`src/rtl/core/sbcs_pkg.sv`:
```
// Shared types and constants for the swept box collide-and-slide block.
// Depends on nothing; every other file in rtl/core uses it by scoped names.
package sbcs_pkg;

  localparam int FRAC_BITS  = 16;
  localparam int ONE_Q      = 1 << FRAC_BITS;
  localparam int MAX_BLOCKS = 64;
  localparam int IDX_W      = (MAX_BLOCKS > 1) ? $clog2(MAX_BLOCKS) : 1;
  localparam int CNT_W      = $clog2(MAX_BLOCKS + 1);

  localparam int POS_W  = 32;
  localparam int VEL_W  = 22;
  localparam int BLK_W  = 16;
  localparam int BOX_W  = 20;
  localparam int SKIN_W = 16;
  localparam int CFG_W  = 20;
  localparam int OUT_W  = 23;
  // displacement accumulator: velocity sweep plus one push per listed block
  localparam int DISP_W = 25;
  // Minkowski bounds: block corner minus position minus box offset
  localparam int CW     = BLK_W + FRAC_BITS + 3;
  localparam int MA_W   = FRAC_BITS + 2;
  localparam int PROD_W = MA_W + VEL_W;
  localparam int DISP_LIM = 2097152;

  typedef enum logic [2:0] {
    CFG_MIN_X = 3'd0,
    CFG_MIN_Y = 3'd1,
    CFG_MIN_Z = 3'd2,
    CFG_MAX_X = 3'd3,
    CFG_MAX_Y = 3'd4,
    CFG_MAX_Z = 3'd5,
    CFG_SKIN  = 3'd6
  } cfg_idx_t;

  typedef struct packed {
    logic [BLK_W-1:0] x;
    logic [BLK_W-1:0] y;
    logic [BLK_W-1:0] z;
  } blk_t;

  typedef struct packed {
    logic             we;
    logic [IDX_W-1:0] addr;
    blk_t             blk;
  } st_wr_t;

  typedef struct packed {
    logic [2:0][POS_W-1:0] pos;
    logic [2:0][VEL_W-1:0] vel;
    logic [CNT_W-1:0]      cnt;
    logic                  ovf;
  } job_t;

endpackage

```
`src/rtl/core/sbcs_jobq.sv`:
```
// Two-entry queue of resolve jobs between the front and the back.
// Depends on sbcs_pkg for the job type.
module sbcs_jobq (
  input  logic            clk,
  input  logic            rst_n,
  input  logic            push,
  input  sbcs_pkg::job_t  push_job,
  input  logic            pop,
  output logic            empty,
  output sbcs_pkg::job_t  head
);

  sbcs_pkg::job_t ent_r [2];
  logic           wp_r;
  logic           rp_r;
  logic [1:0]     cnt_r;

  always_ff @(posedge clk) begin
    if (!rst_n) begin
      wp_r  <= 1'b0;
      rp_r  <= 1'b0;
      cnt_r <= '0;
    end else begin
      if (push && cnt_r != 2'd2) begin
        ent_r[wp_r] <= push_job;
        wp_r        <= ~wp_r;
      end
      if (pop && cnt_r != 2'd0) rp_r <= ~rp_r;
      case ({push && cnt_r != 2'd2, pop && cnt_r != 2'd0})
        2'b10:   cnt_r <= cnt_r + 2'd1;
        2'b01:   cnt_r <= cnt_r - 2'd1;
        default: cnt_r <= cnt_r;
      endcase
    end
  end

  assign empty = (cnt_r == 2'd0);
  assign head  = ent_r[rp_r];

endmodule

```
`config.mk`:
```
export PLATFORM = sky130hd
export DESIGN_NAME = sbcs_jobq
export DESIGN_NICKNAME = d
export VERILOG_FILES = /design/src/rtl/core/sbcs_pkg.sv /design/src/rtl/core/sbcs_jobq.sv
export SDC_FILE = /design/constraint.sdc
export NUM_CORES = 1
export LEC_CHECK = 0
export BUFFER_PORTS_ARGS = -buffer_cell sky130_fd_sc_hd__buf_2
export CORE_MARGIN = 8
export CORE_UTILIZATION = 50
export DETAILED_ROUTE_END_ITERATION = 10
export PLACE_DENSITY = 0.77
export RECOVER_POWER = 50
export SLEW_MARGIN = 15
export SYNTH_ARGS = -nofsm -noshare
export SYNTH_HDL_FRONTEND = slang
export SYNTH_SLANG_ARGS = --single-unit
```
`constraint.sdc`:
```
create_clock -name clk -period 17.33 [get_ports clk]
set_input_delay 0.8665 -clock clk [delete_from_list [all_inputs] [get_ports clk]]
set_output_delay 0.8665 -clock clk [all_outputs]
set_load 0.05 [all_outputs]
```
Yosys cells after proc, flatten, opt, wreduce, memory -nomap -nowiden
Memory sizes are Yosys's and may differ from the RTL's. A register that Yosys moved wholly into a read port is not among the register bits.
Index checks and enable logic that the tools add are counted.
Operators by class
  shift-type cells: 0
  bitwise logic cells: 2
  multiplexer cells: 6
  $lt $le $gt $ge: 0
  reduce and logical (&&, ||, !) cells: 5
  div/mod/pow operators: 0
  multiply operators: 0
  equality and inequality tests: 3
  add/sub/neg operators: 2
Operators by type and width (count)
  two-way mux 1 bit: 5
  one-hot mux 2 bit (2 select lines): 1
  nonzero test 2 bit: 2
  adder 2 x 1 -> 2 bit (second input constant): 1
  equality test 2 x 1 -> 1 bit (second input constant): 1
  equality test 2 bit (second input constant): 1
  logical AND 1 bit: 2
  zero test 2 bit: 1
  inequality test 2 bit (second input constant): 1
  inverter 1 bit: 2
  subtractor 2 x 1 -> 2 bit (second input constant): 1
Storage, ports and cells
  output and inout bits: 171
  flip-flop bits (word level): 4
  bits of input ports: 174
  memories kept: 1
  word-level logic and storage cells: 22
  memory bits (writable): 340
  bits in read-only memories: 0
  bits in latches: 0
Memories
  ent_r: depth 2, bits a word 170, rd ports 1, clocked after Yosys merged registers in 1, wr ports 1, RTL line sbcs_jobq.sv:13  | sbcs_pkg::job_t ent_r [2];

Logic depth before layout (Yosys ltp)
  word-level depth: 5
  mapped depth: 6
  gate-level depth less buffers: 6

Worst setup path before layout
Ideal clock, no wire load.
  path kind: input-to-reg
  from: input push
  to: memory ent_r[0][0] in the netlist's numbering, enable pin
  arrival: 13.204 ns
  data required time: 16.388 ns
  stages on the path: 2
  slack: 3.184 ns
  buffers on the path: 0
  setup time: 0.942 ns
  path through: nand2b_1 -> nor3b_1
Between the ends
  word-level cells in the longest chain between the ends: 4
Ends and longest elaborated chain
  from (decl): RTL line sbcs_jobq.sv:6  | input logic push,
  logical AND 1 bit: RTL line sbcs_jobq.sv:24  | if (push && cnt_r != 2'd2) begin
  two-way mux 1 bit: RTL line sbcs_jobq.sv:24
  two-way mux 1 bit: RTL line sbcs_jobq.sv:19  | if (!rst_n) begin
  two-way mux 1 bit (implied by the code): RTL line sbcs_jobq.sv:25  | ent_r[wp_r] <= push_job;
  to (decl): RTL line sbcs_jobq.sv:13
Every way passes these cells.

Final worst setup path
  from: register cnt_r[0]
  to: memory ent_r[0][151] in the netlist's numbering, enable pin
Between the ends
  word-level cells in the longest chain between the ends: 5
Ends and longest elaborated chain
  from (decl): RTL line sbcs_jobq.sv:16  | logic [1:0] cnt_r;
  from (signal assigned): RTL line sbcs_jobq.sv:30  | 2'b10: cnt_r <= cnt_r + 2'd1;
  from (signal assigned): RTL line sbcs_jobq.sv:31  | 2'b01: cnt_r <= cnt_r - 2'd1;
  from (signal assigned): RTL line sbcs_jobq.sv:32  | default: cnt_r <= cnt_r;
  inequality test 2 bit: RTL line sbcs_jobq.sv:24
  logical AND 1 bit: RTL line sbcs_jobq.sv:24
  two-way mux 1 bit: RTL line sbcs_jobq.sv:24
  two-way mux 1 bit: RTL line sbcs_jobq.sv:19
  two-way mux 1 bit (implied by the code): RTL line sbcs_jobq.sv:25
Every way passes these cells.

==> run_results.csv <==
group,metric,value,unit
outcome,status,"finished, violations left",
outcome,violations,"capacitance limit, slew limit",
cts,cts.sinks,345,
synth,synth_area,12500,um^2
placement,hpwl,17500,um
sta,fin_hold_ws,514,ps
sta,clock.fmax,232,MHz
synth,synth_nets,729,
setup_path,cp_num_buf_inv,1,
synth,seq_area_frac_synth,82.3,%
global_routing,grt_first_pass_wirelength,38200,um
route,drtPass1Iterations,4,
min_path,whs_path_depth,2,
cts,numCtsBuffers,35,
setup_path,critical_path_class,"flop to flop",
synth,ys_warn_count,0,
min_path,hold_path_end,"wp_r$_SDFFE_PN0P_",
sta,setup_viol,0,
setup_path,critPathLaunchType,"flop",
synth,synth_top_area_share,81.5,%
global_routing,grt_pass1_vias,6852,
setup_path,rr_worst_depth,4,
floorplan,ioPinCount,345,
sta,worstMarginPinSlew,3930,ps
setup_path,worst_path_largest_cell_delay,2780,ps
floorplan,die_h,174,um
route,postRouteAntennaNets,0,
setup_path,crit_family,"buffers and inverters",
synth,yosysTopAreaCell,"edfxtp_1",
power_and_ir_drop,swShare,35.9,%
floorplan,rows,58,
route,drtIter0Drc,399,
sta,setup-tns-final,0,ps
sta,max_slew_margin,-162,%
setup_path,cp.arrival,4320,ps
cts,worstSkewPairLatency,490,ps
synth,async_reset_ff_share,0,%
power_and_ir_drop,irDropWorstVdd,0.000124,V
cts,ctsLongestPathBuffers,3,
placement,dp_cells,1216,
power_and_ir_drop,finalPower,2.55,mW
synth,synth_edf_count,340,
setup_path,crit_fanout,71,
route,vias,6373,
setup_path,cp.required,17340,ps
cts,clockRootBuffer,"clkbuf_16",
sta,slew_viol_final,100,
global_routing,grt.total_usage,16.1,%
route,finalWirelength,25500,um
setup_path,ff2ff_setup_slack,13020,ps
min_path,min_path_type,"flop to flop",
finish,fillers,1808,
finish,final_cells,1277,
flow_run,drv_cap,2,
finish,syn_to_final_growth,24.2,%
min_path,hp-start,"wp_r$_SDFFE_PN0P_",
synth,synthTopCellsByArea,"edfxtp_1 81%, mux2_1 9.0%, mux2_2 6.3%",
floorplan,fp.coreArea,24900,um^2
cts,cts_tree,"yes",
global_routing,grt_max_degree,79,
placement,portBuffers,344,
route,wl_per_cell,20.0,um
cts,path_clk_slew,60,ps
sta,hold_violations,0,
cts,cts_hold_buf,0,
floorplan,start_util,50.3,%
sta,period_share,24.9,%
synth,yosysUniqueCellTypes,19,
power_and_ir_drop,p_comb_share,32.1,%
finish,finalInstanceArea,15600,um^2
cts,h-tree-depth,2,
setup_path,slowest_stage,"clkbuf_1",
power_and_ir_drop,leakagePower,5.58,nW
placement,place_area,14600,um^2
power_and_ir_drop,switching_power,916,uW
setup_path,r2r-start,"cnt_r[0]$_SDFFE_PN0P_",
global_routing,grt_remaining_overflow,0,
synth,yosys_most_used_dff,"edfxtp_1",
route,drc,0,
power_and_ir_drop,power_frac_clock,28.0,%
cts,post_cts_buffers,0,
floorplan,dieArea,30400,um^2
finish,drive_above_1_share,41.6,%
power_and_ir_drop,internal_power,1.64,mW
sta,fin_worst_skew,12.9,ps
synth,syn_inst,554,
route,vias_per_cell,4.99,
sta,rsz0062_at_grt,"false",
power_and_ir_drop,pwr-share-seq,39.9,%
placement,gp_congestion,0.737,
cts,cts-resized-gates,0,
power_and_ir_drop,power.density,164,nW/um^2
setup_path,crit_chain,"nor2b_1 -> nand2b_1 -> nor3b_1 -> clkbuf_1",
global_routing,antenna_found_initial,4,
floorplan,die_w,174,um
synth,syn_avg_cell_area,22.6,um^2
setup_path,end_kind,"flop",
setup_path,r2r-end,"ent_r[0][151]$_DFFE_PP_",
synth,ys_ff_latch,345,
sta,period_minus_slack,4310,ps
finish,nNetsFinal,1098,
-- state kept, by name (all words and copies together), names as in the netlist, named ones only --
| register | flops |
|---|---|
| cnt_r | 2 |
| wp_r | 1 |
| ent_r | 340 |
| rp_r | 1 |
-- synthesized netlist by cell type, types with 2 or more instances --
library cell    n
a21boi_1        2
buf_2           8
buf_6          11
dfxtp_1         5
edfxtp_1      340
mux2_1        100
mux2_2         70
nor2b_1         3
o21ai_0         2
or3_1           2
xnor2_1         3
-- power by group through the flow --
stage | combinational (mW) | clock, mW | sequential [mW]
6_report | 0.820 | 0.716 | 1.02
5_1_grt | 0.857 | 0.764 | 1.03
4_1_cts | 0.835 | 0.736 | 1.02
3_5_place_dp | 0.831 | 0 | 1.04
3_3_place_gp | 0.828 | 0 | 1.03
2_1_floorplan | 0.669 | 0 | 1.05
-- cells in the final DEF, fill, tap and decap left out, drive strengths merged --
cell type	count
edfxtp	340
buf	275
mux2	170
clkbuf	121
clkinv	12
dfxtp	5
nor2b	3
xnor2	3
bufinv	3
o21ai	2
or3	2
a21boi	2
diode	1
o21a	1
nor2	1
nand2b	1
and4b	1
nor3b	1
and2	1
inv	1
ha	1
-- final cells by class --
cell class / count / area (um^2) / share of cell area, %
inverters: 1 / 3.75 / 0.0241
flip-flops and latches: 345 / 10300 / 66.3
clock buffers: 45 / 956 / 6.14
multi-input cells: 189 / 2050 / 13.2
repair buffers: 351 / 1670 / 10.8
well taps: 330 / 413 / 2.65
clock inverters: 15 / 146 / 0.941
diodes: 1 / 2.50 / 0.0161
-- per-layer routing --
| layer | GRT usage, % | routed length, um |
|---|---|---|
| met2 | 28.3 | 13000 |
| met5 | 0 | 35 |
| met3 | 6.08 | 2410 |
| met4 | 5.13 | 620 |
| met1 | 17.7 | 9430 |
-- cell families (layout without fill, tap and decap cells) --
logic type,after synthesis,after routing,synth area share [%]
and+or+nand+nor,10,10,0.519
adders and majority gates,1,1,0.0998
buffers and inverters,20,412,1.34
other,0,1,0
DFF,345,345,82.3
muxes,170,170,15.3
xor gates and xnor gates,3,3,0.210
AOI/OAI and AO/OA,5,5,0.270
-- metrics by stage --
step	worst slack [ps]	utilization, %
floorplan	3180	-
global placement	14380	58.5
detailed placement	14370	58.5
CTS	13890	62.9
global route	12520	62.5
finish	13020	62.5
-- tightest hold or removal path: stages, from the launching register on --
cell and delay, ps:
dfxtp_1 330, o21ai_0 70, a21boi_0 70
-- worst max-delay path by stage --
| stage | slack [ps] | depth (start not counted) | end | start |
|---|---|---|---|---|
| 2_1_floorplan | 3180 | 2 | ent_r[0][0]$_DFFE_PP_ | push |
| 3_3_place_gp | 14380 | 5 | ent_r[0][61]$_DFFE_PP_ | push |
| 3_5_place_dp | 14370 | 5 | ent_r[0][150]$_DFFE_PP_ | push |
| 4_1_cts | 13890 | 3 | head[63] | flop |
| 5_1_grt | 12520 | 4 | ent_r[0][153]$_DFFE_PP_ | cnt_r[0]$_SDFFE_PN0P_ |
| 6_report | 13020 | 4 | ent_r[0][151]$_DFFE_PP_ | cnt_r[0]$_SDFFE_PN0P_ |
Note: power is estimated with default switching activity, not from simulation.
