File: src/rtl/core/sbcs_pkg.sv
// Shared types and constants for the swept box collide-and-slide block.
// Depends on nothing; every other file in rtl/core uses it by scoped names.
package sbcs_pkg;

  localparam int FRAC_BITS  = 16;
  localparam int ONE_Q      = 1 << FRAC_BITS;
  localparam int MAX_BLOCKS = 64;
  localparam int IDX_W      = (MAX_BLOCKS > 1) ? $clog2(MAX_BLOCKS) : 1;
  localparam int CNT_W      = $clog2(MAX_BLOCKS + 1);

  localparam int POS_W  = 32;
  localparam int VEL_W  = 22;
  localparam int BLK_W  = 16;
  localparam int BOX_W  = 20;
  localparam int SKIN_W = 16;
  localparam int CFG_W  = 20;
  localparam int OUT_W  = 23;
  // displacement accumulator: velocity sweep plus one push per listed block
  localparam int DISP_W = 25;
  // Minkowski bounds: block corner minus position minus box offset
  localparam int CW     = BLK_W + FRAC_BITS + 3;
  localparam int MA_W   = FRAC_BITS + 2;
  localparam int PROD_W = MA_W + VEL_W;
  localparam int DISP_LIM = 2097152;

  typedef enum logic [2:0] {
    CFG_MIN_X = 3'd0,
    CFG_MIN_Y = 3'd1,
    CFG_MIN_Z = 3'd2,
    CFG_MAX_X = 3'd3,
    CFG_MAX_Y = 3'd4,
    CFG_MAX_Z = 3'd5,
    CFG_SKIN  = 3'd6
  } cfg_idx_t;

  typedef struct packed {
    logic [BLK_W-1:0] x;
    logic [BLK_W-1:0] y;
    logic [BLK_W-1:0] z;
  } blk_t;

  typedef struct packed {
    logic             we;
    logic [IDX_W-1:0] addr;
    blk_t             blk;
  } st_wr_t;

  typedef struct packed {
    logic [2:0][POS_W-1:0] pos;
    logic [2:0][VEL_W-1:0] vel;
    logic [CNT_W-1:0]      cnt;
    logic                  ovf;
  } job_t;

endpackage

File: src/rtl/core/sbcs_front.sv
// Front end: takes call items, appends blocks to the store, builds the job.
// Depends on sbcs_pkg; drives the block store write port and the job queue.
module sbcs_front (
  input  logic                             clk,
  input  logic                             rst_n,
  input  logic                             accept,
  input  logic [sbcs_pkg::POS_W-1:0]       pos_x,
  input  logic [sbcs_pkg::POS_W-1:0]       pos_y,
  input  logic [sbcs_pkg::POS_W-1:0]       pos_z,
  input  logic [sbcs_pkg::VEL_W-1:0]       vel_x,
  input  logic [sbcs_pkg::VEL_W-1:0]       vel_y,
  input  logic [sbcs_pkg::VEL_W-1:0]       vel_z,
  input  logic [sbcs_pkg::BLK_W-1:0]       block_x,
  input  logic [sbcs_pkg::BLK_W-1:0]       block_y,
  input  logic [sbcs_pkg::BLK_W-1:0]       block_z,
  input  logic                             block_valid,
  input  logic                             last_block,
  output sbcs_pkg::st_wr_t                 st_wr,
  output logic                             job_push,
  output sbcs_pkg::job_t                   job
);

  logic                             open_r;
  logic [2:0][sbcs_pkg::POS_W-1:0]  pos_r;
  logic [2:0][sbcs_pkg::VEL_W-1:0]  vel_r;
  logic [sbcs_pkg::CNT_W-1:0]       cnt_r;
  logic                             ovf_r;
  logic                             room;
  logic [sbcs_pkg::CNT_W-1:0]       cnt_nxt;
  logic                             ovf_nxt;

  assign room    = cnt_r < sbcs_pkg::CNT_W'(sbcs_pkg::MAX_BLOCKS);
  assign cnt_nxt = (block_valid && room) ? cnt_r + 1'b1 : cnt_r;
  assign ovf_nxt = ovf_r | (block_valid & ~room);

  always_comb begin
    st_wr.we    = accept & block_valid & room;
    st_wr.addr  = cnt_r[sbcs_pkg::IDX_W-1:0];
    st_wr.blk.x = block_x;
    st_wr.blk.y = block_y;
    st_wr.blk.z = block_z;
    job_push    = accept & last_block;
    // first item of a call supplies position and velocity directly
    job.pos     = open_r ? pos_r : {pos_z, pos_y, pos_x};
    job.vel     = open_r ? vel_r : {vel_z, vel_y, vel_x};
    job.cnt     = cnt_nxt;
    job.ovf     = ovf_nxt;
  end

  always_ff @(posedge clk) begin
    if (!rst_n) begin
      open_r <= 1'b0;
      cnt_r  <= '0;
      ovf_r  <= 1'b0;
    end else if (accept) begin
      if (!open_r) begin
        pos_r <= {pos_z, pos_y, pos_x};
        vel_r <= {vel_z, vel_y, vel_x};
      end
      if (last_block) begin
        open_r <= 1'b0;
        cnt_r  <= '0;
        ovf_r  <= 1'b0;
      end else begin
        open_r <= 1'b1;
        cnt_r  <= cnt_nxt;
        ovf_r  <= ovf_nxt;
      end
    end
  end

endmodule

File: config.mk
export PLATFORM = sky130hd
export DESIGN_NAME = sbcs_front
export DESIGN_NICKNAME = d
export VERILOG_FILES = /design/src/rtl/core/sbcs_pkg.sv /design/src/rtl/core/sbcs_front.sv
export SDC_FILE = /design/constraint.sdc
export NUM_CORES = 1
export LEC_CHECK = 0
export BUFFER_PORTS_ARGS = -buffer_cell sky130_fd_sc_hd__buf_2
export CAP_MARGIN = 5
export CORE_AREA = 2 2 170 172
export DETAILED_ROUTE_END_ITERATION = 8
export DIE_AREA = 0 0 172 174
export MAX_ROUTING_LAYER = met4
export PLACE_DENSITY = 0.69
export SLEW_MARGIN = 15
export SYNTH_ARGS = -nofsm -noshare
export SYNTH_HDL_FRONTEND = slang
export SYNTH_SLANG_ARGS = --single-unit
File: constraint.sdc
create_clock -name clk -period 5.1 [get_ports clk]
set_input_delay 0.51 -clock clk [delete_from_list [all_inputs] [get_ports clk]]
set_output_delay 0.51 -clock clk [all_outputs]
set_load 0.02 [all_outputs]
Word-level counts from Yosys, hierarchy flattened:

Index checks and enable logic that the tools add are counted.

* bits in registers: 171
* input bits: 215
* output and inout port bits: 226
* logic and storage cells: 25

* add/subtract/negate cells: 1
* $lt $le $gt $ge: 1
* muxes and demuxes: 6
* bitwise operators: 6
* reduce and logical (&&, ||, !) cells: 2

Operators with widths (number)
* two-way mux 96 bit: 1
* two-way mux 66 bit: 1
* two-way mux 7 bit: 2
* adder 7 x 1 -> 7 bit, second input constant: 1
* less-than comparator 7 bit, second input constant: 1
* bitwise AND 1 bit: 4
* two-way mux 1 bit: 2
* AND reduction 2 bit: 1
* logical AND 1 bit: 1
* NOT 1 bit: 1
* OR 1 bit: 1

Depth between registers and ports, before layout:

Gate-level depths: netlist of run 1.

* word-level depth: 5
* depth in mapped cells: 5
* mapped depth without buffers: 4

Worst setup path before layout of run 1:

Ideal clock, no wire load.

* kind: input -> register
* from: input port accept
* to: register pos_r[0] in the netlist's numbering (enable)
* setup time: 0.541 ns
* arrival time: 4.474 ns
* required time: 4.559 ns
* slack: 0.085 ns
* stages on the path: 2
* path buffers: 1
* cells stage by stage: clkbuf_1 and2_1

* word-level cells in the longest chain between the ends: 1

Ends and longest elaborated chain
* start, declared: line sbcs_front.sv:6 `input logic accept,`
* AND reduction 2 bit (no source line)
* end signal, assigned: line sbcs_front.sv:57 `pos_r <= {pos_z, pos_y, pos_x};`
* end, declared: line sbcs_front.sv:24 `logic [2:0][sbcs_pkg::POS_W-1:0] pos_r;`

No other way between the ends.
A chain may end at the register's enable or synchronous reset.

==> results of run 1 <==
flip-flops by register name (all words and copies together), names as in the netlist:
signal  count
vel_r      66
ovf_r       1
cnt_r       7
open_r      1
pos_r      96
logic make-up (layout without fill, tap and decap cells):
kind of cell               count (synthesis)  in the layout  share of synthesized area [%]
muxes                                    162            162                          23.33
other                                      0              1                              0
adders and majority gates                  1              1                         0.1600
DFF                                      171            171                          64.52
xor gates and xnor gates                   5              5                         0.5602
and+or+nand+nor                           30             30                          2.497
AOI/OAI and AO/OA                         14             14                          1.376
buffers and inverters                     79            382                          7.553
critical path, cell delays in order (launching register included):
cell	delay, ns
dfxtp_4	0.91
buf_4	0.48
mux2_2	0.41
buf_2	0.17
area by class of cell:
type / count / area, sq um
clock inverter: 15 / 172.7
timing repair buffer: 348 / 1777
fill: 2798 / 18140
tap: 384 / 480.5
antenna: 1 / 2.502
sequential: 171 / 5049
inverter: 2 / 7.507
multi-input combinational: 212 / 2186
clock buffer: 17 / 425.4
cell usage in the layout, fill, tap and decap left out, types with 3 or more instances in the layout:
master,count
nor2_1,5
mux2_2,162
o21ai_0,3
bufinv_16,3
clkinvlp_4,4
nand2_1,3
xor2_1,3
buf_2,344
dfxtp_1,8
clkbuf_16,17
edfxtp_1,162
how the worst max path moves through the flow:
stage	cells past startpoint	slack, ns	endpoint
floorplan	2	0.09	pos_r[0]$_DFFE_PP_
global placement	3	2.54	job[152]
detailed placement	3	2.52	job[152]
CTS	3	2.05	job[152]
global route	3	1.97	job[152]
finish	3	2.09	job[152]
metrics by stage:
stage	instance area, sq um	hold slack [ns]	std cells	util [%]
2_1_floorplan	7819	0.4911	462	-
3_3_place_gp	9499	0.5186	1117	33.64
3_5_place_dp	9499	0.5354	1117	33.64
4_1_cts	10100	0.3656	1149	35.76
5_1_grt	10100	0.3788	1150	35.77
6_report	10100	0.3968	1150	35.77
power breakdown:
group,total [uW],switching (uW),internal [uW]
combinational,542,312,230
sequential,1650,28.7,1630
clock,1330,562,770
layer usage:
layer,wire [um],track usage (%)
met4,440,5.182
met1,7457,13.63
met5,0,-
met2,8792,18.78
met3,1688,4.212
==> results by group, run 1 <==
Yosys
  – Synth top cells by count: 162 x edfxtp_1, 162 x mux2_2, 57 x buf_4
  – Yosys cell types: 41
  – Async set-reset flop share out of synthesis: 0%
  – Yosys top cell area share: 62.22%
  – Synth Cell Area: 7819 sq um
  – Ranking of synthesized cells by area: edfxtp_1 62%, mux2_2 23%, buf_4 5.5%, dfxtp_1 2.3%, buf_6 1.3%
  – Syn nets: 678
  – Top_reg_cell synth: edfxtp_1
  – Cell taking the most area after synthesis: edfxtp_1
  – Sequential-to-total area share from yosys stat: 64.52%
  – Syn. warnings: 0
  – Number of synthesized flops with an enable pin: 162
  – Gate Count Post-Synth: 462
  – Register bit total from synthesis: 171
  – Avg Inst Size Synth: 16.92 sq um

Global route
  – Vias in the first global route: 4916
  – GRT overflow: 0
  – Antenna violations before repair: 1
  – Largest net degree at the start of global routing: 86
  – First-pass GRT wire length: 26.53 mm
  – Total track usage: 11.90%

Pwr
  – Worst VDD drop: 171.9 uV
  – Overall Power: 3528 uW
  – P_leak: 0.004065 uW
  – PD cells: 349.4 nW/um^2

CTS
  – Post-cts sizing count: 0
  – CTS root buf: clkbuf_16
  – H-tree depth: 4
  – Worst skew pair latency: 0.43 ns
  – Clock sink count: 171
  – CTS max path bufs: 2
  – Num CTS Buffers: 17
  – Setup Buffers After CTS: 0
  – Hold_buf cts: 0
  – CTS tree: done
  – Clock Pin Slew Worst Setup and Hold Paths: 0.07 ns

STA
  – Layout Skew: 0.009690 ns
  – Fmax: 0.3319 GHz
  – Fin crit period: 3.013 ns
  – Finish-stage setup viols: 0
  – TNS Setup: 0 ns
  – Final setup margin: 2.087 ns
  – Final Hold Violating Endpoints: 0
  – Worst slew margin: 36.69%
  – RSZ-0062 raised after global routing: false
  – Worst Tran Pin Value: 0.9496 ns
  – Max Slew Vio Count: 0
  – Fin crit share: 59.07%

Floorplan
  – Number of I/O pins: 441
  – Die area: 29930 sq um
  – Die Y: 174 um
  – Initial Util: 27.69%
  – Cell Rows: 62
  – Total core area: 28240 sq um
  – Die Wd: 172 um

Outcome
  – Status: finished clean

Route
  – DR WL/cell: 15.98 um
  – ANT nets after route: 0
  – Drt pass-1 iters: 4
  – Initial DRC count: 182
  – Vias: 4923
  – Detailed Route WL: 18.38 mm
  – DR vias/cell: 4.281
  – Post-route DRC: 0

Placement
  – Setup WS pre-CTS: 2.516 ns
  – Gpl congestion: 0.7699
  – Port bufs: 344
  – Final HPWL DP: 13.28 mm

Critical path
  – CP required: 4.59 ns
  – Reg2Reg Setup Slack: 2.94 ns
  – Worst R2R Start: open_r$_SDFFE_PN0P_
  – Crit start category: flip-flop
  – Crit path kind: flip-flop to primary output
  – Worst Path Max Fanout: 67
  – CP Launch Point: open_r$_SDFFE_PN0P_
  – WP data arrival: 2.50 ns
  – Worst reg-to-reg path cell count: 2
  – Crit end category: primary output
  – Capturing point of the worst reg2reg path: pos_r[78]$_DFFE_PP_

Run
  – MaxCap Viol Count: 0

Layout
  – Ratio of cells with drive above 1 in the final layout: 71.37%
  – Layout Area Growth over Synthesis: 29.17%
  – Nets: 968

Min path
  – Worst Hold End: vel_r[56]$_DFFE_PP_
  – Min-delay src: vel_z[12]
  – Cells on Worst Hold Path: 2
  – Worst hold path type: input pin to flip-flop
(Power assumes the default switching activity.)
==> inputs of run 2 (changes only) <==
==> constraint.sdc (replaced) <==
create_clock -name clk -period 2.7 [get_ports clk]
set_input_delay 0.27 -clock clk [delete_from_list [all_inputs] [get_ports clk]]
set_output_delay 0.27 -clock clk [all_outputs]
set_load 0.02 [all_outputs]
==> results by group, run 2 (synthesized netlist as in run 1, its figures left out) <==
Route
  – Detailed Route WL: 18.12 mm (was 18.38 mm)
  – DR vias/cell: 4.214 (was 4.281)
  – Vias: 4876 (was 4923)
  – Initial DRC count: 236 (was 182)
  – ANT nets after route: 0 (unchanged)
  – DR WL/cell: 15.66 um (was 15.98 um)
  – Post-route DRC: 0 (unchanged)
  – Drt pass-1 iters: 4 (unchanged)

Critical path
  – Worst R2R Start: cnt_r[6]$_SDFFE_PN0P_ (was open_r$_SDFFE_PN0P_)
  – Reg2Reg Setup Slack: 1.16 ns (was 2.94 ns)
  – Critical Path Slowest Stage Cell: nor2b_2 (was dfxtp_4)
  – Slowest stage delay, CP: 0.42 ns (was 0.91 ns)
  – Crit start category: flip-flop (unchanged)
  – CP required: 2.43 ns (was 4.59 ns)
  – WP data arrival: 1.83 ns (was 2.50 ns)
  – Crit end category: primary output (unchanged)
  – Capturing point of the worst reg2reg path: cnt_r[4]$_SDFFE_PN0P_ (was pos_r[78]$_DFFE_PP_)
  – Worst reg-to-reg path cell count: 4 (was 2)
  – Crit path kind: flip-flop to primary output (unchanged)
  – Worst Path Max Fanout: 12 (was 67)
  – Critical-path cell list: nor2b_2 > and3_1 > xor2_1 > buf_2 (was buf_4 > mux2_2 > buf_2)

Pwr
  – Worst VDD drop: 271.7 uV (was 171.9 uV)
  – P_leak: 0.004121 uW (was 0.004065 uW)
  – PD cells: 650.2 nW/um^2 (was 349.4 nW/um^2)
  – Sw Pwr: 1662 uW (was 902.6 uW)
  – Combinational share of power: 16.0% (was 15.3%)
  – Clock power share: 37.1% (was 37.8%)
  – Seq pwr share: 46.8% (was 46.9%)
  – Net Sw Frac: 25.09% (was 25.58%)
  – Internal power: 4961 uW (was 2626 uW)

STA
  – Finish-stage setup viols: 0 (unchanged)
  – Final Hold Violating Endpoints: 0 (unchanged)
  – RSZ-0062 raised after global routing: false (unchanged)
  – Max Slew Vio Count: 0 (unchanged)
  – Fmax: 0.4769 GHz
  – Fin crit period: 2.097 ns
  – Layout Skew: 0.006949 ns (was 0.009690 ns)
  – Worst slew margin: 56.94% (was 36.69%)
  – Fin crit share: 77.66%
  – TNS Setup: 0 ns (unchanged)
  – Worst Tran Pin Value: 0.6458 ns (was 0.9496 ns)

CTS
  – Setup Buffers After CTS: 0 (unchanged)
  – Worst skew pair latency: 0.42 ns (was 0.43 ns)
  – CTS max path bufs: 2 (unchanged)
  – Clock sink count: 171 (unchanged)
  – CTS tree: done (unchanged)
  – CTS root buf: clkbuf_16 (unchanged)
  – Post-cts sizing count: 0 (unchanged)
  – H-tree depth: 4 (unchanged)
  – Hold_buf cts: 0 (unchanged)
  – Clock Pin Slew Worst Setup and Hold Paths: 0.07 ns (about the same)
  – Num CTS Buffers: 17 (unchanged)

Global route
  – Total track usage: 11.77% (was 11.90%)
  – Antenna violations before repair: 0 (was 1)
  – First-pass GRT wire length: 25.80 mm (was 26.53 mm)
  – GRT overflow: 0 (unchanged)
  – Vias in the first global route: 4761 (was 4916)
  – Largest net degree at the start of global routing: 86 (unchanged)

Floorplan
  – Total core area: 28240 sq um (unchanged)
  – Die Wd: 172 um (unchanged)
  – Die Y: 174 um (unchanged)
  – Number of I/O pins: 441 (unchanged)
  – Cell Rows: 62 (unchanged)
  – Die area: 29930 sq um (unchanged)
  – Initial Util: 27.69% (unchanged)

Layout
  – Multi-input gate area: 2186 sq um (unchanged)
  – Layout Area Growth over Synthesis: 30.28% (was 29.17%)
  – Commonest cells after routing, fill and taps aside: 344 x buf_2, 162 x mux2_2, 162 x edfxtp_1 (unchanged)
  – Layout fillers: 2809 (was 2798)
  – Largest Register: pos_r (unchanged)
  – Regs by FF count: pos_r (96), vel_r (66), cnt_r (7) (unchanged)
  – Ratio of cells with drive above 1 in the final layout: 71.28% (was 71.37%)
  – Commonest non-fill, non-tap cell in the layout: buf_2 (unchanged)
  – Finished Cell Area: 10190 sq um (was 10100 sq um)
  – Max FFs per register: 96 (unchanged)
  – Nets: 977 (was 968)
  – Register Area: 5049 sq um (unchanged)
  – Antenna diodes: 0 (was 1)

Placement
  – Gpl congestion: 0.7549 (was 0.7699)
  – Port bufs: 344 (unchanged)
  – Final HPWL DP: 13.44 mm (was 13.28 mm)
  – DP Area: 9604 sq um (was 9499 sq um)

Outcome
  – Status: finished clean (unchanged)

Min path
  – Cells on Worst Hold Path: 2 (unchanged)
  – Worst Hold End: vel_r[22]$_DFFE_PP_ (was vel_r[56]$_DFFE_PP_)
  – Worst hold path type: input pin to flip-flop (unchanged)
  – Min-delay src: vel_y[0] (was vel_z[12])

Run
  – MaxCap Viol Count: 0 (unchanged)
[run 2: changes by cell type in the layout (fill, tap and decap cells not counted), sizes merged]
cell,before,now
buf,348,357
clkbuf,17,18
clkinv,6,9
clkinvlp,4,1
diode,1,0
inv,4,2
[run 2: cell type report]
| cell class | count | area share, % |
|---|---|---|
| Timing Repair Buffer | 357 | 18.47 |
| Sequential cell | 171 | 49.56 |
| Tap cell | 384 | 4.717 |
| Clock inverter | 13 | 1.499 |
| Clock buffer | 18 | 4.213 |
| Inverter | 2 | 0.07370 |
| Multi-Input combinational cell | 212 | 21.46 |
[run 2: how the worst max path moves through the flow]
stage,endpoint,start,slack (ns)
after floorplan,pos_r[0]$_DFFE_PP_,accept,0.56
after global placement,vel_r[42]$_DFFE_PP_,rst_n,0.95
after detailed placement,vel_r[42]$_DFFE_PP_,rst_n,0.91
after CTS,job[6],cnt_r[6]$_SDFFE_PN0P_,0.59
after global routing,job[6],cnt_r[6]$_SDFFE_PN0P_,0.48
final,job[6],cnt_r[6]$_SDFFE_PN0P_,0.60
[run 2: critical path, delay by kind of cell (launching register included)]
family	cells	cell delay (ns)
buffers and inverters	1	0.18
DFF	1	0.34
xor gates and xnor gates	1	0.15
and+or+nand+nor	2	0.73
[run 2: per-layer routing]
metal,vias to the layer above,GRT usage (%),share of wire (%)
met4,0,4.587,1.6
met5,-,-,0
met1,2302,12.93,41
met2,242,19.41,49
met3,27,4.258,8.6
li1,2305,-,-
[run 2: per-stage QoR]
step	cells	hold WS [ns]	worst slack, ns	total power (uW)	utilization [%]
6_report	1157	0.1609	0.6031	6623	36.07
3_3_place_gp	1126	0.5179	0.9458	4214	34.01
4_1_cts	1157	0.1288	0.5882	6737	36.07
2_1_floorplan	462	0.4541	0.5560	3933	-
3_5_place_dp	1126	0.5211	0.9063	4234	34.01
5_1_grt	1157	0.1365	0.4839	6907	36.07
[run 2: power groups by stage]
stage / sequential, uW / combinational, uW / clock [uW]
after floorplan: 3150 / 784 / 0
after global placement: 3150 / 1060 / 0
after detailed placement: 3160 / 1080 / 0
after CTS: 3100 / 1080 / 2560
after global routing: 3110 / 1140 / 2660
final: 3100 / 1060 / 2460
==> inputs of run 3 (changes only) <==
==> constraint.sdc (replaced) <==
create_clock -name clk -period 1.7 [get_ports clk]
set_input_delay 0.17 -clock clk [delete_from_list [all_inputs] [get_ports clk]]
set_output_delay 0.17 -clock clk [all_outputs]
set_load 0.02 [all_outputs]
==> results by group, run 3 (synthesized netlist as in run 1, its figures left out) <==
Critical path
  – WP data arrival: 1.71 ns (was 1.83 ns)
  – Crit start category: flip-flop (unchanged)
  – Critical Path Slowest Stage Cell: dfxtp_4 (was nor2b_2)
  – Critical-path cell list: buf_12 > buf_12 > mux2_2 > buf_2 (was nor2b_2 > and3_1 > xor2_1 > buf_2)
  – CP required: 1.53 ns (was 2.43 ns)
  – Reg2Reg Setup Slack: 0.10 ns (was 1.16 ns)
  – Crit end category: primary output (unchanged)
  – Worst R2R Start: open_r$_SDFFE_PN0P_ (was cnt_r[6]$_SDFFE_PN0P_)
  – Worst Path Max Fanout: 21 (was 12)
  – CP most frequent cell: buf_12
  – Worst reg-to-reg path cell count: 6 (was 4)
  – Crit path kind: flip-flop to primary output (unchanged)
  – Slowest stage delay, CP: 0.38 ns (was 0.42 ns)
  – Capturing point of the worst reg2reg path: pos_r[42]$_DFFE_PP_ (was cnt_r[4]$_SDFFE_PN0P_)

STA
  – Fin Hold WS: 0.05076 ns (was 0.1609 ns)
  – Fmax: 0.5312 GHz
  – Layout Skew: 0.005447 ns (was 0.006949 ns)
  – Worst Tran Pin Value: 0.2593 ns (was 0.6458 ns)
  – Worst slew margin: 82.72% (was 56.94%)
  – Finish-stage setup viols: 161 (was 0)
  – Final Hold Violating Endpoints: 0 (unchanged)
  – Fin crit period: 1.883 ns
  – Fin crit share: 110.7%
  – RSZ-0062 raised after global routing: true (was false)
  – Max Slew Vio Count: 0 (unchanged)
  – Final setup margin: -0.1826 ns (was 0.6031 ns)

Floorplan
  – Die Y: 174 um (unchanged)
  – Number of I/O pins: 441 (unchanged)
  – Total core area: 28240 sq um (unchanged)
  – Cell Rows: 62 (unchanged)
  – Initial Util: 27.69% (unchanged)
  – Die Wd: 172 um (unchanged)
  – Die area: 29930 sq um (unchanged)

Layout
  – Max FFs per register: 96 (unchanged)
  – Largest Register: pos_r (unchanged)
  – Layout Area Growth over Synthesis: 51.69% (was 30.28%)
  – Ratio of cells with drive above 1 in the final layout: 75.51% (was 71.28%)
  – Finished Cell Area: 11860 sq um (was 10190 sq um)
  – Regs by FF count: pos_r (96), vel_r (66), cnt_r (7) (unchanged)
  – Nets: 1044 (was 977)
  – Commonest cells after routing, fill and taps aside: 259 x buf_2, 162 x edfxtp_1, 89 x mux2_2 (was 344 x buf_2, 162 x mux2_2, 162 x edfxtp_1)
  – Commonest non-fill, non-tap cell in the layout: buf_2 (unchanged)

Global route
  – First-pass GRT wire length: 29.18 mm (was 25.80 mm)
  – GRT busiest layer: met2 (unchanged)
  – GR met1 Demand/Resource: 15.00% (was 12.93%)
  – Vias in the first global route: 5358 (was 4761)
  – Total track usage: 13.27% (was 11.77%)
  – GRT overflow: 0 (unchanged)
  – Met3 capacity usage during global routing: 4.235% (was 4.258%)
  – Met2 GRT Util: 21.77% (was 19.41%)
  – Antenna violations before repair: 2 (was 0)
  – Largest net degree at the start of global routing: 38 (was 86)

Min path
  – Cells on Worst Hold Path: 2 (unchanged)
  – Worst hold path type: input pin to flip-flop (unchanged)
  – Worst Hold End: vel_r[25]$_DFFE_PP_ (was vel_r[22]$_DFFE_PP_)
  – Min-delay src: vel_y[3] (was vel_y[0])

Route
  – Post-route DRC: 0 (unchanged)
  – ANT nets after route: 0 (unchanged)
  – DR WL/cell: 16.89 um (was 15.66 um)
  – Drt pass-1 iters: 4 (unchanged)
  – Detailed Route WL: 20.73 mm (was 18.12 mm)
  – Vias: 5269 (was 4876)
  – DR vias/cell: 4.294 (was 4.214)
  – Initial DRC count: 234 (was 236)

Placement
  – DP Area: 9837 sq um (was 9604 sq um)
  – Port bufs: 344 (unchanged)
  – Setup WS pre-CTS: 0.2273 ns (was 0.9063 ns)
  – Final HPWL DP: 14.00 mm (was 13.44 mm)
  – Gpl congestion: 0.8101 (was 0.7549)

Pwr
  – Overall Power: 11480 uW (was 6623 uW)
  – Worst VDD drop: 504.8 uV (was 271.7 uV)
  – PD cells: 968.2 nW/um^2 (was 650.2 nW/um^2)
  – P_leak: 0.005011 uW (was 0.004121 uW)

Run
  – MaxCap Viol Count: 0 (unchanged)

CTS
  – Clock Pin Slew Worst Setup and Hold Paths: 0.07 ns (about the same)
  – Hold_buf cts: 0 (unchanged)
  – CTS root buf: clkbuf_16 (unchanged)
  – CTS tree: done (unchanged)
  – Num CTS Buffers: 17 (unchanged)
  – CTS max path bufs: 2 (unchanged)
  – Worst skew pair latency: 0.43 ns (was 0.42 ns)
  – H-tree depth: 4 (unchanged)
  – Clock sink count: 171 (unchanged)

Outcome
  – Status: finished with violations (was finished clean)
  – Failing checks: negative setup slack
==> run 3: cell types whose count changed in the layout (fill, tap and decap cells not counted), sizes merged <==
cell,previous run,this run
clkinv,9,2
clkinvlp,1,3
inv,2,8
buf,357,423
diode,0,2
bufinv,3,4
==> run 3: area by class of cell <==
class | count | area [sq um]
Multi-Input combinational cell | 212 | 2499
Sequential cell | 171 | 5072
Antenna cell | 2 | 5.005
Clock inverter | 15 | 207.7
Tap cell | 384 | 480.5
Fill cell | 2601 | 16380
Clock buffer | 17 | 425.4
Timing Repair Buffer | 424 | 3163
Inverter | 2 | 7.507
==> run 3: report_power, final <==
part           internal, uW  switching (uW)
Clock                  2490            1790
Sequential             4870            55.4
Combinational          1180            1100
==> run 3: repair_timing <==
item                                    CTS  global route
pin swaps                                 4             6
gates resized for setup                 199            72
buffers inserted                         26            16
gates cloned                              4             1
endpoints found under the setup margin  166           168
==> run 3: worst max path at each step <==
stage / startpoint / to / slack [ns] / cells after the start
after floorplan: accept / pos_r[0]$_DFFE_PP_ / -0.19 / 2
after global placement: open_r$_SDFFE_PN0P_ / job[18] / 0.25 / 4
after detailed placement: open_r$_SDFFE_PN0P_ / job[103] / 0.23 / 4
after CTS: open_r$_SDFFE_PN0P_ / job[111] / -0.24 / 5
after global routing: open_r$_SDFFE_PN0P_ / job[97] / -0.26 / 5
final: open_r$_SDFFE_PN0P_ / job[131] / -0.18 / 4
==> run 3: metal layers <==
| metal | routed length (um) | vias to the layer above | part of all wire [%] |
|---|---|---|---|
| met5 | 0 | - | 0 |
| met4 | 420 | 0 | 2.0 |
| met3 | 1466 | 29 | 7.1 |
| met2 | 10370 | 235 | 50 |
| met1 | 8471 | 2557 | 41 |
| li1 | - | 2448 | - |
==> run 3: stage by stage <==
| step | TNS, ns | instances | util, % |
|---|---|---|---|
| 2_1_floorplan | -31.17 | 462 | - |
| 3_3_place_gp | 0 | 1147 | 34.84 |
| 3_5_place_dp | 0 | 1147 | 34.84 |
| 4_1_cts | -29.67 | 1209 | 40.71 |
| 5_1_grt | -32.81 | 1227 | 42.00 |
| 6_report | -20.50 | 1227 | 42.00 |
==> run 3: critical path: cells and delay by family (launching register included) <==
kind,cells,cell delay [ns]
buf+inv,3,0.51
flops,1,0.38
mux,1,0.37
